## config.mk

```make
export PLATFORM = sky130hd
export DESIGN_NAME = dfu_host_download_sequencer
export DESIGN_NICKNAME = d
export VERILOG_FILES = /design/src/rtl/core/dfu_pkg.sv /design/src/rtl/core/dfu_host_download_sequencer.sv /design/src/rtl/core/dfu_queue.sv /design/src/rtl/core/dfu_front.sv /design/src/rtl/core/dfu_back.sv
export SDC_FILE = /design/constraint.sdc
export NUM_CORES = 1
export LEC_CHECK = 0
export ABC_AREA = 1
export BUFFER_PORTS_ARGS = -buffer_cell sky130_fd_sc_hd__buf_4
export CAP_MARGIN = 20
export CORE_MARGIN = 2
export CORE_UTILIZATION = 50
export CTS_BUF_LIST = sky130_fd_sc_hd__clkbuf_16
export CTS_CLUSTER_SIZE = 14
export DETAILED_ROUTE_END_ITERATION = 10
export PLACE_DENSITY = 0.7
export REMOVE_ABC_BUFFERS = 1
export SYNTH_ARGS = -nofsm -noshare
export SYNTH_HDL_FRONTEND = slang
export SYNTH_SLANG_ARGS = --single-unit
```

## constraint.sdc

```tcl
create_clock -name clk -period 8.15 [get_ports clk]
set_clock_uncertainty 0.15 [all_clocks]
set_input_delay 0.815 -clock clk [delete_from_list [all_inputs] [get_ports clk]]
set_output_delay 0.815 -clock clk [all_outputs]
set_load 0.01 [all_outputs]
```

## src/rtl/core/dfu_pkg.sv

```systemverilog
// Shared codes, types and constants for the DFU download sequencer.
`default_nettype none

package dfu_pkg;

    localparam int FIELD_W         = 24;
    localparam int BLKNUM_W        = 16;
    localparam int DEF_BLOCK_BYTES = 1024;

    // Response codes on the command field
    localparam logic [2:0] CMD_START  = 3'd0;
    localparam logic [2:0] CMD_STATE  = 3'd1;
    localparam logic [2:0] CMD_STATUS = 3'd2;
    localparam logic [2:0] CMD_ACK    = 3'd3;
    localparam logic [2:0] CMD_WAITED = 3'd4;
    localparam logic [2:0] CMD_BAD    = 3'd7;

    // Request codes on the action field
    localparam logic [2:0] ACT_STATE  = 3'd0;
    localparam logic [2:0] ACT_STATUS = 3'd1;
    localparam logic [2:0] ACT_DNLOAD = 3'd2;
    localparam logic [2:0] ACT_WAIT   = 3'd3;
    localparam logic [2:0] ACT_DONE   = 3'd4;
    localparam logic [2:0] ACT_ERROR  = 3'd5;

    localparam logic [2:0] ERR_NONE   = 3'd0;
    localparam logic [2:0] ERR_EMPTY  = 3'd1;
    localparam logic [2:0] ERR_XFER   = 3'd2;
    localparam logic [2:0] ERR_DEVICE = 3'd3;
    localparam logic [2:0] ERR_UNSUP  = 3'd4;
    localparam logic [2:0] ERR_UNEXP  = 3'd5;

    // Device state bytes
    localparam logic [7:0] DST_DNLOAD_SYNC = 8'h02;
    localparam logic [7:0] DST_DNBUSY      = 8'h03;
    localparam logic [7:0] DST_DNBUSY_WAIT = 8'h04;
    localparam logic [7:0] DST_DNLOAD_IDLE = 8'h05;
    localparam logic [7:0] DST_MANIF_SYNC  = 8'h06;
    localparam logic [7:0] DST_MANIFEST    = 8'h07;
    localparam logic [7:0] DST_MANIF_WAIT  = 8'h08;
    localparam logic [7:0] DST_UPLOAD_IDLE = 8'h09;
    localparam logic [7:0] DST_ERROR       = 8'h0a;

    // Reaction class of a device state
    localparam logic [2:0] CLS_UNSUP     = 3'd0;
    localparam logic [2:0] CLS_DNLOAD    = 3'd1;
    localparam logic [2:0] CLS_STATUS_DL = 3'd2;
    localparam logic [2:0] CLS_STATUS_MN = 3'd3;
    localparam logic [2:0] CLS_WAIT      = 3'd4;
    localparam logic [2:0] CLS_DONE      = 3'd5;
    localparam logic [2:0] CLS_DEVERR    = 3'd6;

    typedef struct packed {
        logic [2:0]         kind;
        logic               ok;
        logic [2:0]         st_class;
        logic [FIELD_W-1:0] timeout;
    } entry_t;

endpackage

`default_nettype wire

```

## src/rtl/core/dfu_host_download_sequencer.sv

```systemverilog
// Top level of the host-side DFU firmware download sequencer.
`default_nettype none

// Usage
//   Device responses enter on the request channel (push/full) as command,
//   transfer_ok, device_state and poll_timeout. For each accepted request the
//   block emits exactly one next host request on the result channel
//   (empty/pop): action plus block_number/block_offset/block_length for a
//   download, wait_ms for a wait, error_code for an error.
//   The image length is set over the APB port at address 0 before a start.
// Pipeline and throughput
//   An accepted request is classified by the front stage and parked in a
//   two-entry queue; the back stage takes it from there and writes its
//   result into the output queue that drives the output ports. One request
//   per cycle is sustained while pop keeps the output queue from filling:
//   the back stage state update is one compare, one subtract and two adds.
// Reset
//   rst_n clears both queues and puts the sequencer in idle awaiting start.
// Stalls
//   When pop stays low the output queue fills, the back stage holds, the
//   middle queue fills and full rises; no request is dropped.
module dfu_host_download_sequencer #(
    parameter int BLOCK_BYTES = dfu_pkg::DEF_BLOCK_BYTES,
    parameter int LEN_W       = $clog2(BLOCK_BYTES + 1)
) (
    input  wire logic                         clk,
    input  wire logic                         rst_n,
    // request channel
    input  wire logic                         push,
    output logic                              full,
    input  wire logic [2:0]                   command,
    input  wire logic                         transfer_ok,
    input  wire logic [7:0]                   device_state,
    input  wire logic [dfu_pkg::FIELD_W-1:0]  poll_timeout,
    // result channel
    output logic                              empty,
    input  wire logic                         pop,
    output logic [2:0]                        action,
    output logic [dfu_pkg::BLKNUM_W-1:0]      block_number,
    output logic [dfu_pkg::FIELD_W-1:0]       block_offset,
    output logic [LEN_W-1:0]                  block_length,
    output logic [dfu_pkg::FIELD_W-1:0]       wait_ms,
    output logic [2:0]                        error_code,
    // configuration port
    input  wire logic                         psel,
    input  wire logic                         penable,
    input  wire logic                         pwrite,
    input  wire logic [2:0]                   paddr,
    input  wire logic [31:0]                  pwdata,
    output logic [31:0]                       prdata,
    output logic                              pready
);
    import dfu_pkg::*;

    localparam int ENTRY_W = $bits(entry_t);
    localparam int RES_W   = 3 + BLKNUM_W + FIELD_W + LEN_W + FIELD_W + 3;

    logic [FIELD_W-1:0]  image_length_reg;
    logic                cfg_wr;

    entry_t              front_entry;
    entry_t              mid_entry;
    logic [ENTRY_W-1:0]  mid_rdata;
    logic                mid_empty;

    logic                back_fire;
    logic                res_full;
    logic [2:0]          r_action;
    logic [BLKNUM_W-1:0] r_block_number;
    logic [FIELD_W-1:0]  r_block_offset;
    logic [LEN_W-1:0]    r_block_length;
    logic [FIELD_W-1:0]  r_wait_ms;
    logic [2:0]          r_error_code;
    logic [RES_W-1:0]    res_wdata;
    logic [RES_W-1:0]    res_rdata;

    // APB register: image length, one word, selected when paddr[2] is low
    assign pready = 1'b1;
    assign cfg_wr = psel && penable && pwrite && pready && (paddr[2] == 1'b0);
    assign prdata = (paddr[2] == 1'b0) ? 32'(image_length_reg) : 32'd0;

    always_ff @(posedge clk or negedge rst_n)
    begin
        if (!rst_n)
        begin
            image_length_reg <= '0;
        end
        else if (cfg_wr)
        begin
            image_length_reg <= pwdata[FIELD_W-1:0];
        end
    end

    // Front: classify the response
    dfu_front u_front (
        .command      (command),
        .transfer_ok  (transfer_ok),
        .device_state (device_state),
        .poll_timeout (poll_timeout),
        .entry        (front_entry)
    );

    // Queue between front and back
    dfu_queue #(
        .WIDTH (ENTRY_W)
    ) u_mid_queue (
        .clk   (clk),
        .rst_n (rst_n),
        .push  (push),
        .wdata (front_entry),
        .full  (full),
        .pop   (back_fire),
        .rdata (mid_rdata),
        .empty (mid_empty)
    );

    assign mid_entry = entry_t'(mid_rdata);

    // Back: advance the download state machine
    dfu_back #(
        .BLOCK_BYTES (BLOCK_BYTES),
        .LEN_W       (LEN_W)
    ) u_back (
        .clk              (clk),
        .rst_n            (rst_n),
        .image_length     (image_length_reg),
        .entry            (mid_entry),
        .entry_valid      (!mid_empty),
        .res_full         (res_full),
        .fire             (back_fire),
        .res_action       (r_action),
        .res_block_number (r_block_number),
        .res_block_offset (r_block_offset),
        .res_block_length (r_block_length),
        .res_wait_ms      (r_wait_ms),
        .res_error_code   (r_error_code)
    );

    assign res_wdata = {r_action, r_block_number, r_block_offset,
                        r_block_length, r_wait_ms, r_error_code};

    // Output queue: holds finished requests while the receiver stalls
    dfu_queue #(
        .WIDTH (RES_W)
    ) u_res_queue (
        .clk   (clk),
        .rst_n (rst_n),
        .push  (back_fire),
        .wdata (res_wdata),
        .full  (res_full),
        .pop   (pop),
        .rdata (res_rdata),
        .empty (empty)
    );

    assign {action, block_number, block_offset, block_length, wait_ms, error_code} = res_rdata;

endmodule

`default_nettype wire

```

## src/rtl/core/dfu_queue.sv

```systemverilog
// Two-entry first-in first-out queue used between the sequencer stages.
`default_nettype none

module dfu_queue #(
    parameter int WIDTH = 8
) (
    input  wire logic             clk,
    input  wire logic             rst_n,
    input  wire logic             push,
    input  wire logic [WIDTH-1:0] wdata,
    output logic                  full,
    input  wire logic             pop,
    output logic [WIDTH-1:0]      rdata,
    output logic                  empty
);

    logic [WIDTH-1:0] mem_reg [2];
    logic             wr_ptr_reg;
    logic             rd_ptr_reg;
    logic [1:0]       count_reg;
    logic [1:0]       count_next;
    logic             do_wr;
    logic             do_rd;

    assign full  = (count_reg == 2'd2);
    assign empty = (count_reg == 2'd0);
    assign do_wr = push && !full;
    assign do_rd = pop && !empty;
    assign rdata = mem_reg[rd_ptr_reg];

    always_comb
    begin
        count_next = count_reg;
        if (do_wr && !do_rd)
        begin
            count_next = count_reg + 2'd1;
        end
        else if (do_rd && !do_wr)
        begin
            count_next = count_reg - 2'd1;
        end
    end

    always_ff @(posedge clk or negedge rst_n)
    begin
        if (!rst_n)
        begin
            wr_ptr_reg <= 1'b0;
            rd_ptr_reg <= 1'b0;
            count_reg  <= 2'd0;
        end
        else
        begin
            count_reg <= count_next;
            if (do_wr)
            begin
                wr_ptr_reg <= !wr_ptr_reg;
            end
            if (do_rd)
            begin
                rd_ptr_reg <= !rd_ptr_reg;
            end
        end
    end

    always_ff @(posedge clk)
    begin
        if (do_wr)
        begin
            mem_reg[wr_ptr_reg] <= wdata;
        end
    end

    a_count_range: assert property (@(posedge clk) disable iff (!rst_n)
        count_reg != 2'd3)
        else $error("queue count out of range");

    a_write_lands: assert property (@(posedge clk) disable iff (!rst_n)
        do_wr && !do_rd |=> !empty)
        else $error("queue empty after write");

    a_ptr_match: assert property (@(posedge clk) disable iff (!rst_n)
        (count_reg == 2'd0 || count_reg == 2'd2) |-> wr_ptr_reg == rd_ptr_reg)
        else $error("queue pointers disagree with count");

endmodule

`default_nettype wire

```

## src/rtl/core/dfu_front.sv

```systemverilog
// Front stage: sorts a device response into a command kind and a state class.
`default_nettype none

module dfu_front (
    input  wire logic [2:0]                  command,
    input  wire logic                        transfer_ok,
    input  wire logic [7:0]                  device_state,
    input  wire logic [dfu_pkg::FIELD_W-1:0] poll_timeout,
    output dfu_pkg::entry_t                  entry
);
    import dfu_pkg::*;

    logic [2:0] kind;
    logic [2:0] st_class;

    always_comb
    begin
        case (command)
            CMD_START, CMD_STATE, CMD_STATUS, CMD_ACK, CMD_WAITED: kind = command;
            default: kind = CMD_BAD;
        endcase
    end

    always_comb
    begin
        case (device_state)
            DST_DNLOAD_SYNC, DST_DNLOAD_IDLE: st_class = CLS_DNLOAD;
            DST_DNBUSY:                       st_class = CLS_STATUS_DL;
            DST_MANIF_SYNC:                   st_class = CLS_STATUS_MN;
            DST_DNBUSY_WAIT:                  st_class = CLS_WAIT;
            DST_MANIFEST, DST_MANIF_WAIT:     st_class = CLS_DONE;
            DST_ERROR:                        st_class = CLS_DEVERR;
            // upload idle is not handled by this sequencer
            DST_UPLOAD_IDLE:                  st_class = CLS_UNSUP;
            default:                          st_class = CLS_UNSUP;
        endcase
    end

    assign entry.kind     = kind;
    assign entry.ok       = transfer_ok;
    assign entry.st_class = st_class;
    assign entry.timeout  = poll_timeout;

endmodule

`default_nettype wire

```

## src/rtl/core/dfu_back.sv

```systemverilog
// Back stage: download state machine that turns classified responses into requests.
`default_nettype none

module dfu_back #(
    parameter int BLOCK_BYTES = dfu_pkg::DEF_BLOCK_BYTES,
    parameter int LEN_W       = $clog2(BLOCK_BYTES + 1)
) (
    input  wire logic                         clk,
    input  wire logic                         rst_n,
    input  wire logic [dfu_pkg::FIELD_W-1:0]  image_length,
    input  wire dfu_pkg::entry_t              entry,
    input  wire logic                         entry_valid,
    input  wire logic                         res_full,
    output logic                              fire,
    output logic [2:0]                        res_action,
    output logic [dfu_pkg::BLKNUM_W-1:0]      res_block_number,
    output logic [dfu_pkg::FIELD_W-1:0]       res_block_offset,
    output logic [LEN_W-1:0]                  res_block_length,
    output logic [dfu_pkg::FIELD_W-1:0]       res_wait_ms,
    output logic [2:0]                        res_error_code
);
    import dfu_pkg::*;

    localparam logic [2:0] PH_IDLE       = 3'd0;
    localparam logic [2:0] PH_STATE      = 3'd1;
    localparam logic [2:0] PH_STATUS_DL  = 3'd2;
    localparam logic [2:0] PH_STATUS_MAN = 3'd3;
    localparam logic [2:0] PH_ACK        = 3'd4;
    localparam logic [2:0] PH_WAIT_STATE = 3'd5;
    localparam logic [2:0] PH_WAIT_ACT   = 3'd6;
    localparam logic [2:0] PH_STOP       = 3'd7;

    localparam logic [FIELD_W-1:0] BLOCK_SIZE = FIELD_W'(BLOCK_BYTES);

    logic [2:0]          phase_reg, phase_next;
    logic [2:0]          cls_reg, cls_next;
    logic [FIELD_W-1:0]  tmo_reg, tmo_next;
    logic [FIELD_W-1:0]  rem_reg, rem_next;
    logic [FIELD_W-1:0]  off_reg, off_next;
    logic [BLKNUM_W-1:0] blk_reg, blk_next;

    logic                do_act;
    logic [2:0]          act_cls;
    logic                do_fail;
    logic [2:0]          fail_code;
    logic [LEN_W-1:0]    len;
    logic [FIELD_W-1:0]  len_wide;

    assign fire = entry_valid && !res_full;

    // next block length: a full block, or whatever is left
    always_comb
    begin
        if (rem_reg <= BLOCK_SIZE)
        begin
            len = rem_reg[LEN_W-1:0];
        end
        else
        begin
            len = BLOCK_SIZE[LEN_W-1:0];
        end
    end
    assign len_wide = FIELD_W'(len);

    always_comb
    begin
        phase_next       = phase_reg;
        cls_next         = cls_reg;
        tmo_next         = tmo_reg;
        rem_next         = rem_reg;
        off_next         = off_reg;
        blk_next         = blk_reg;
        do_act           = 1'b0;
        act_cls          = cls_reg;
        do_fail          = 1'b0;
        fail_code        = ERR_UNEXP;
        res_action       = ACT_STATE;
        res_block_number = '0;
        res_block_offset = '0;
        res_block_length = '0;
        res_wait_ms      = '0;
        res_error_code   = ERR_NONE;

        case (entry.kind)
            CMD_START:
            begin
                cls_next = CLS_UNSUP;
                tmo_next = '0;
                off_next = '0;
                blk_next = '0;
                rem_next = image_length;
                if (image_length == '0)
                begin
                    do_fail   = 1'b1;
                    fail_code = ERR_EMPTY;
                end
                else
                begin
                    res_action = ACT_STATE;
                    phase_next = PH_STATE;
                end
            end
            CMD_STATE:
            begin
                if (phase_reg != PH_STATE)
                begin
                    do_fail = 1'b1;
                end
                else if (!entry.ok)
                begin
                    do_fail   = 1'b1;
                    fail_code = ERR_XFER;
                end
                else
                begin
                    cls_next = entry.st_class;
                    act_cls  = entry.st_class;
                    do_act   = 1'b1;
                end
            end
            CMD_STATUS:
            begin
                if (phase_reg != PH_STATUS_DL && phase_reg != PH_STATUS_MAN)
                begin
                    do_fail = 1'b1;
                end
                else if (!entry.ok)
                begin
                    do_fail   = 1'b1;
                    fail_code = ERR_XFER;
                end
                else
                begin
                    cls_next = entry.st_class;
                    tmo_next = entry.timeout;
                    if (phase_reg == PH_STATUS_DL)
                    begin
                        act_cls = entry.st_class;
                        do_act  = 1'b1;
                    end
                    else
                    begin
                        // manifest sync: always hold off for the poll timeout
                        res_action  = ACT_WAIT;
                        res_wait_ms = entry.timeout;
                        phase_next  = PH_WAIT_ACT;
                    end
                end
            end
            CMD_ACK:
            begin
                if (phase_reg != PH_ACK)
                begin
                    do_fail = 1'b1;
                end
                else if (!entry.ok)
                begin
                    do_fail   = 1'b1;
                    fail_code = ERR_XFER;
                end
                else
                begin
                    res_action = ACT_STATE;
                    phase_next = PH_STATE;
                end
            end
            CMD_WAITED:
            begin
                if (phase_reg == PH_WAIT_STATE)
                begin
                    res_action = ACT_STATE;
                    phase_next = PH_STATE;
                end
                else if (phase_reg == PH_WAIT_ACT)
                begin
                    act_cls = cls_reg;
                    do_act  = 1'b1;
                end
                else
                begin
                    do_fail = 1'b1;
                end
            end
            default:
            begin
                do_fail = 1'b1;
            end
        endcase

        if (do_act)
        begin
            case (act_cls)
                CLS_DNLOAD:
                begin
                    res_action       = ACT_DNLOAD;
                    res_block_number = blk_reg;
                    res_block_offset = off_reg;
                    res_block_length = len;
                    rem_next         = rem_reg - len_wide;
                    off_next         = off_reg + len_wide;
                    blk_next         = blk_reg + BLKNUM_W'(1);
                    phase_next       = PH_ACK;
                end
                CLS_STATUS_DL:
                begin
                    res_action = ACT_STATUS;
                    phase_next = PH_STATUS_DL;
                end
                CLS_STATUS_MN:
                begin
                    res_action = ACT_STATUS;
                    phase_next = PH_STATUS_MAN;
                end
                CLS_WAIT:
                begin
                    res_action  = ACT_WAIT;
                    res_wait_ms = tmo_next;
                    phase_next  = PH_WAIT_STATE;
                end
                CLS_DONE:
                begin
                    res_action = ACT_DONE;
                    phase_next = PH_STOP;
                end
                CLS_DEVERR:
                begin
                    do_fail   = 1'b1;
                    fail_code = ERR_DEVICE;
                end
                default:
                begin
                    do_fail   = 1'b1;
                    fail_code = ERR_UNSUP;
                end
            endcase
        end

        if (do_fail)
        begin
            res_action       = ACT_ERROR;
            res_error_code   = fail_code;
            res_block_number = '0;
            res_block_offset = '0;
            res_block_length = '0;
            res_wait_ms      = '0;
            phase_next       = PH_STOP;
        end
    end

    always_ff @(posedge clk or negedge rst_n)
    begin
        if (!rst_n)
        begin
            phase_reg <= PH_IDLE;
            cls_reg   <= CLS_UNSUP;
            tmo_reg   <= '0;
            rem_reg   <= '0;
            off_reg   <= '0;
            blk_reg   <= '0;
        end
        else if (fire)
        begin
            phase_reg <= phase_next;
            cls_reg   <= cls_next;
            tmo_reg   <= tmo_next;
            rem_reg   <= rem_next;
            off_reg   <= off_next;
            blk_reg   <= blk_next;
        end
    end

    a_stop_after_end: assert property (@(posedge clk) disable iff (!rst_n)
        fire && (res_action == ACT_DONE || res_action == ACT_ERROR)
        |=> phase_reg == PH_STOP)
        else $error("sequencer not stopped after done or error");

    a_len_bound: assert property (@(posedge clk) disable iff (!rst_n)
        fire && res_action == ACT_DNLOAD |-> FIELD_W'(res_block_length) <= BLOCK_SIZE)
        else $error("download block longer than block size");

    a_dnload_advance: assert property (@(posedge clk) disable iff (!rst_n)
        fire && res_action == ACT_DNLOAD
        |=> phase_reg == PH_ACK && blk_reg == $past(blk_reg) + BLKNUM_W'(1))
        else $error("download did not advance block counter");

endmodule

`default_nettype wire
```

==> results.md <==
* Outcome: completed
* TritonCTS clock tree: built
* Remaining DRCs at 0
* Register bit total from synthesis at 350
* First-pass GRT wire length at 63920 µm
* Worst setup SP type: register
* Via density at 5.259
* Crit path top cell by count: nand2_1
* RD Place Congestion at 0.8762
* Critical path required time at 8410 ps
* Post-cts sizing count at 0
* Total GRT Usage at 21.90%
* Initial Util at 51.04%
* Slowest stage cell on the critical path: nand2_1
* Leak at 8.803 nW
* CP endpoint kind: register
* Unrepaired setup endpoints after global routing: no
* Row count at 67
* Slew @ Worst Pin at 1009 ps
* Drt initial violations at 1036
* Cell taking the most area after synthesis: edfxtp_1
* Setup TNS at 0 ps
* Drt total wl at 39160 µm
* Final hold viol count at 0
* Post-DP HPWL at 25430 µm
* Worst path cell trace: buf_4 > inv_2 > nand2_1 > nand2_2 > nand2_1 > nor2_2 > nand3_1 > nand3_2 > inv_1 > nor2_4 > nand3_2 > inv_2 > nand2_1 > o211ai_1
* Synth top area share at 39.11%
* Final max-slew violation count at 0
* H-Tree Depth at 2
* Multi-input gate area at 0.006142 mm²
* Dpl ws at 2981 ps
* Share of cells above drive strength 1 at 12.99%
* Longest Clk Path Bufs at 3
* Gr ovfl total at 0
* Fmax at 219.1 MHz
* EDFF count, synth at 224
* Die ar. at 0.03590 mm²
* Top_reg_cell synth: edfxtp_1
* DRT antenna net count at 0
* Worst hold path class: primary input to asynchronous set/reset pin
* YS warnings at 0
* Setup violators final at 0
* Clock Latency Late Sink at 520 ps
* Register area share after synthesis at 57.44%
* Sequential cell area at 0.009881 mm²
* CTS Root Cell: clkbuf_16
* Family with the most delay on the worst path: simple AND/OR/NAND/NOR gates
* Max reg flops at 162
* Post-synth ARST share at 36.00%
* Cts bufs inserted at 38
* Mapped Cells at 1947
* Initial antenna violation count at 1
* Area of the mapped netlist at 0.01720 mm²
* Syn avg cell area at 8.834 µm²
* Area Growth Syn to Fin at 16.43%
* Count leader, synth: nand2_1
* Pre-antenna DRT Iters at 5
* Worst-path fanout max at 34
* Core area at 0.03370 mm²
* Routed WL per cell at 15.26 µm
* Number of setup buffers added after CTS at 0
* Peak VDD IR at 222.1 µV
* Pwr dens at 365.1 mW/mm²
* Hold WS at 139.0 ps
* Tmin final at 4564 ps
* Ranking of synthesized cells by area: edfxtp_1 39%, dfrtp_1 18%, nand2_1 13%
* Clock transition at path regs at 60 ps
* CTS sink cnt at 350
* Final WS setup at 3586 ps
* Synth cell types at 48
* Via count at 13490
* Placed instance count at 2495
* Filler cell count at 2906
* IO Pins at 194
* Worst slew margin at 32.72%
* # hold bufs at CTS at 0
* CP Data Arrival Time at 4820 ps
* NumNets Final at 2185
* CP bufs+invs at 4
* Die width at 189.5 µm
* Worst stage delay on the critical path at 570 ps
* MaxCap Viol Count at 0
* Largest net degree at the start of global routing at 83
* Post-Layout Cell Count at 2566
* Port Buf Inserts at 174
* Final Cycle Share at 56.00%
* Number of global-route vias before repair at 12910
* Die extent in y at 189.5 µm
* WS Path Type: register to register
* Synth cell count leaders: 604 x nand2_1, 224 x edfxtp_1, 206 x inv_1, 188 x nor2_1, 143 x o21ai_0
[final cells by class]
| type | instances | area share, % |
|---|---|---|
| Multi-Input combinational cell | 1295 | 30.67 |
| Inverter | 214 | 4.018 |
| Sequential cell | 350 | 49.34 |
| Clock inverter | 30 | 1.112 |
| Antenna cell | 1 | 0.01250 |
| Timing Repair Buffer | 189 | 7.167 |
| Clock buffer | 39 | 4.874 |
| Tap cell | 448 | 2.799 |
[worst register-to-register path, stage by stage, from the launching register on]
cell,delay [ps]
dfrtp_1,350
buf_4,240
inv_2,440
nand2_1,140
nand2_2,150
nand2_1,120
nor2_2,340
nand3_1,160
nand3_2,150
inv_1,100
nor2_4,110
nand3_2,530
inv_2,490
nand2_1,580
o211ai_1,400
[power by group]
part           switching (mW)  total, mW  internal, mW  leakage (nW)
Clock                   0.682       1.65         0.965         0.620
Combinational            1.92       2.85         0.926          4.43
Sequential              0.219       2.82          2.60          3.75
[logic make-up (layout without fill, tap and decap cells)]
| kind of cell | Yosys count | count (layout) | share of synthesized area (%) |
|---|---|---|---|
| other | 2 | 11 | 0.04367 |
| adders and majority gates | 19 | 19 | 1.426 |
| xor gates and xnor gates | 37 | 37 | 1.884 |
| muxes | 1 | 1 | 0.05820 |
| buffers and inverters | 310 | 472 | 7.282 |
| AOI/OAI and AO/OA | 291 | 291 | 9.843 |
| DFF | 350 | 350 | 57.44 |
| and+or+nand+nor | 937 | 937 | 22.02 |
[worst paths after layout]
path,end,slack (ps),depth (start not counted),startpoint
worst max-delay path,u_back.blk_reg[6],3590,14,u_mid_queue.rd_ptr_reg
max in group asynchronous,u_back.blk_reg[0],6390,2,rst_n
worst max register to register,u_back.blk_reg[6],3590,14,u_mid_queue.rd_ptr_reg
worst min-delay path,u_mid_queue.wr_ptr_reg,140,1,rst_n
worst min register to register,u_back.blk_reg[8],360,2,u_back.blk_reg[8]
min in group clk,u_mid_queue.mem_reg[1][7],330,1,poll_timeout[7]
[cells in the final DEF, fill, tap and decap left out, types with 16 or more instances in the layout]
| cell | count |
|---|---|
| nor2_1 | 183 |
| nand2_1 | 604 |
| a21oi_1 | 52 |
| xor2_1 | 27 |
| nor3_1 | 24 |
| o32ai_1 | 22 |
| edfxtp_1 | 224 |
| inv_1 | 215 |
| nand4_1 | 16 |
| buf_4 | 187 |
| dfrtp_1 | 125 |
| ha_1 | 18 |
| clkbuf_16 | 39 |
| nand3_1 | 83 |
| o211ai_1 | 29 |
| o22ai_1 | 18 |
| o21ai_0 | 143 |
[per-layer routing]
| layer | global-route usage, % | vias to the layer above | routed length [µm] |
|---|---|---|---|
| met5 | 0 | - | 0 |
| met4 | 6.291 | 0 | 896 |
| met3 | 2.892 | 59 | 2121 |
| met2 | 37.74 | 363 | 19160 |
| met1 | 29.11 | 6387 | 16980 |
| li1 | - | 6685 | - |
[per-stage QoR]
stage / total power [mW] / cell area (µm²) / utilization, %
floorplan: 4.560 / 16780 / -
global placement: 5.639 / 18800 / 55.80
detailed placement: 5.712 / 18800 / 55.80
CTS: 7.372 / 20000 / 59.35
global route: 7.813 / 20020 / 59.41
finish: 7.312 / 20020 / 59.42
No activity file was read; power rests on OpenSTA's default activity.
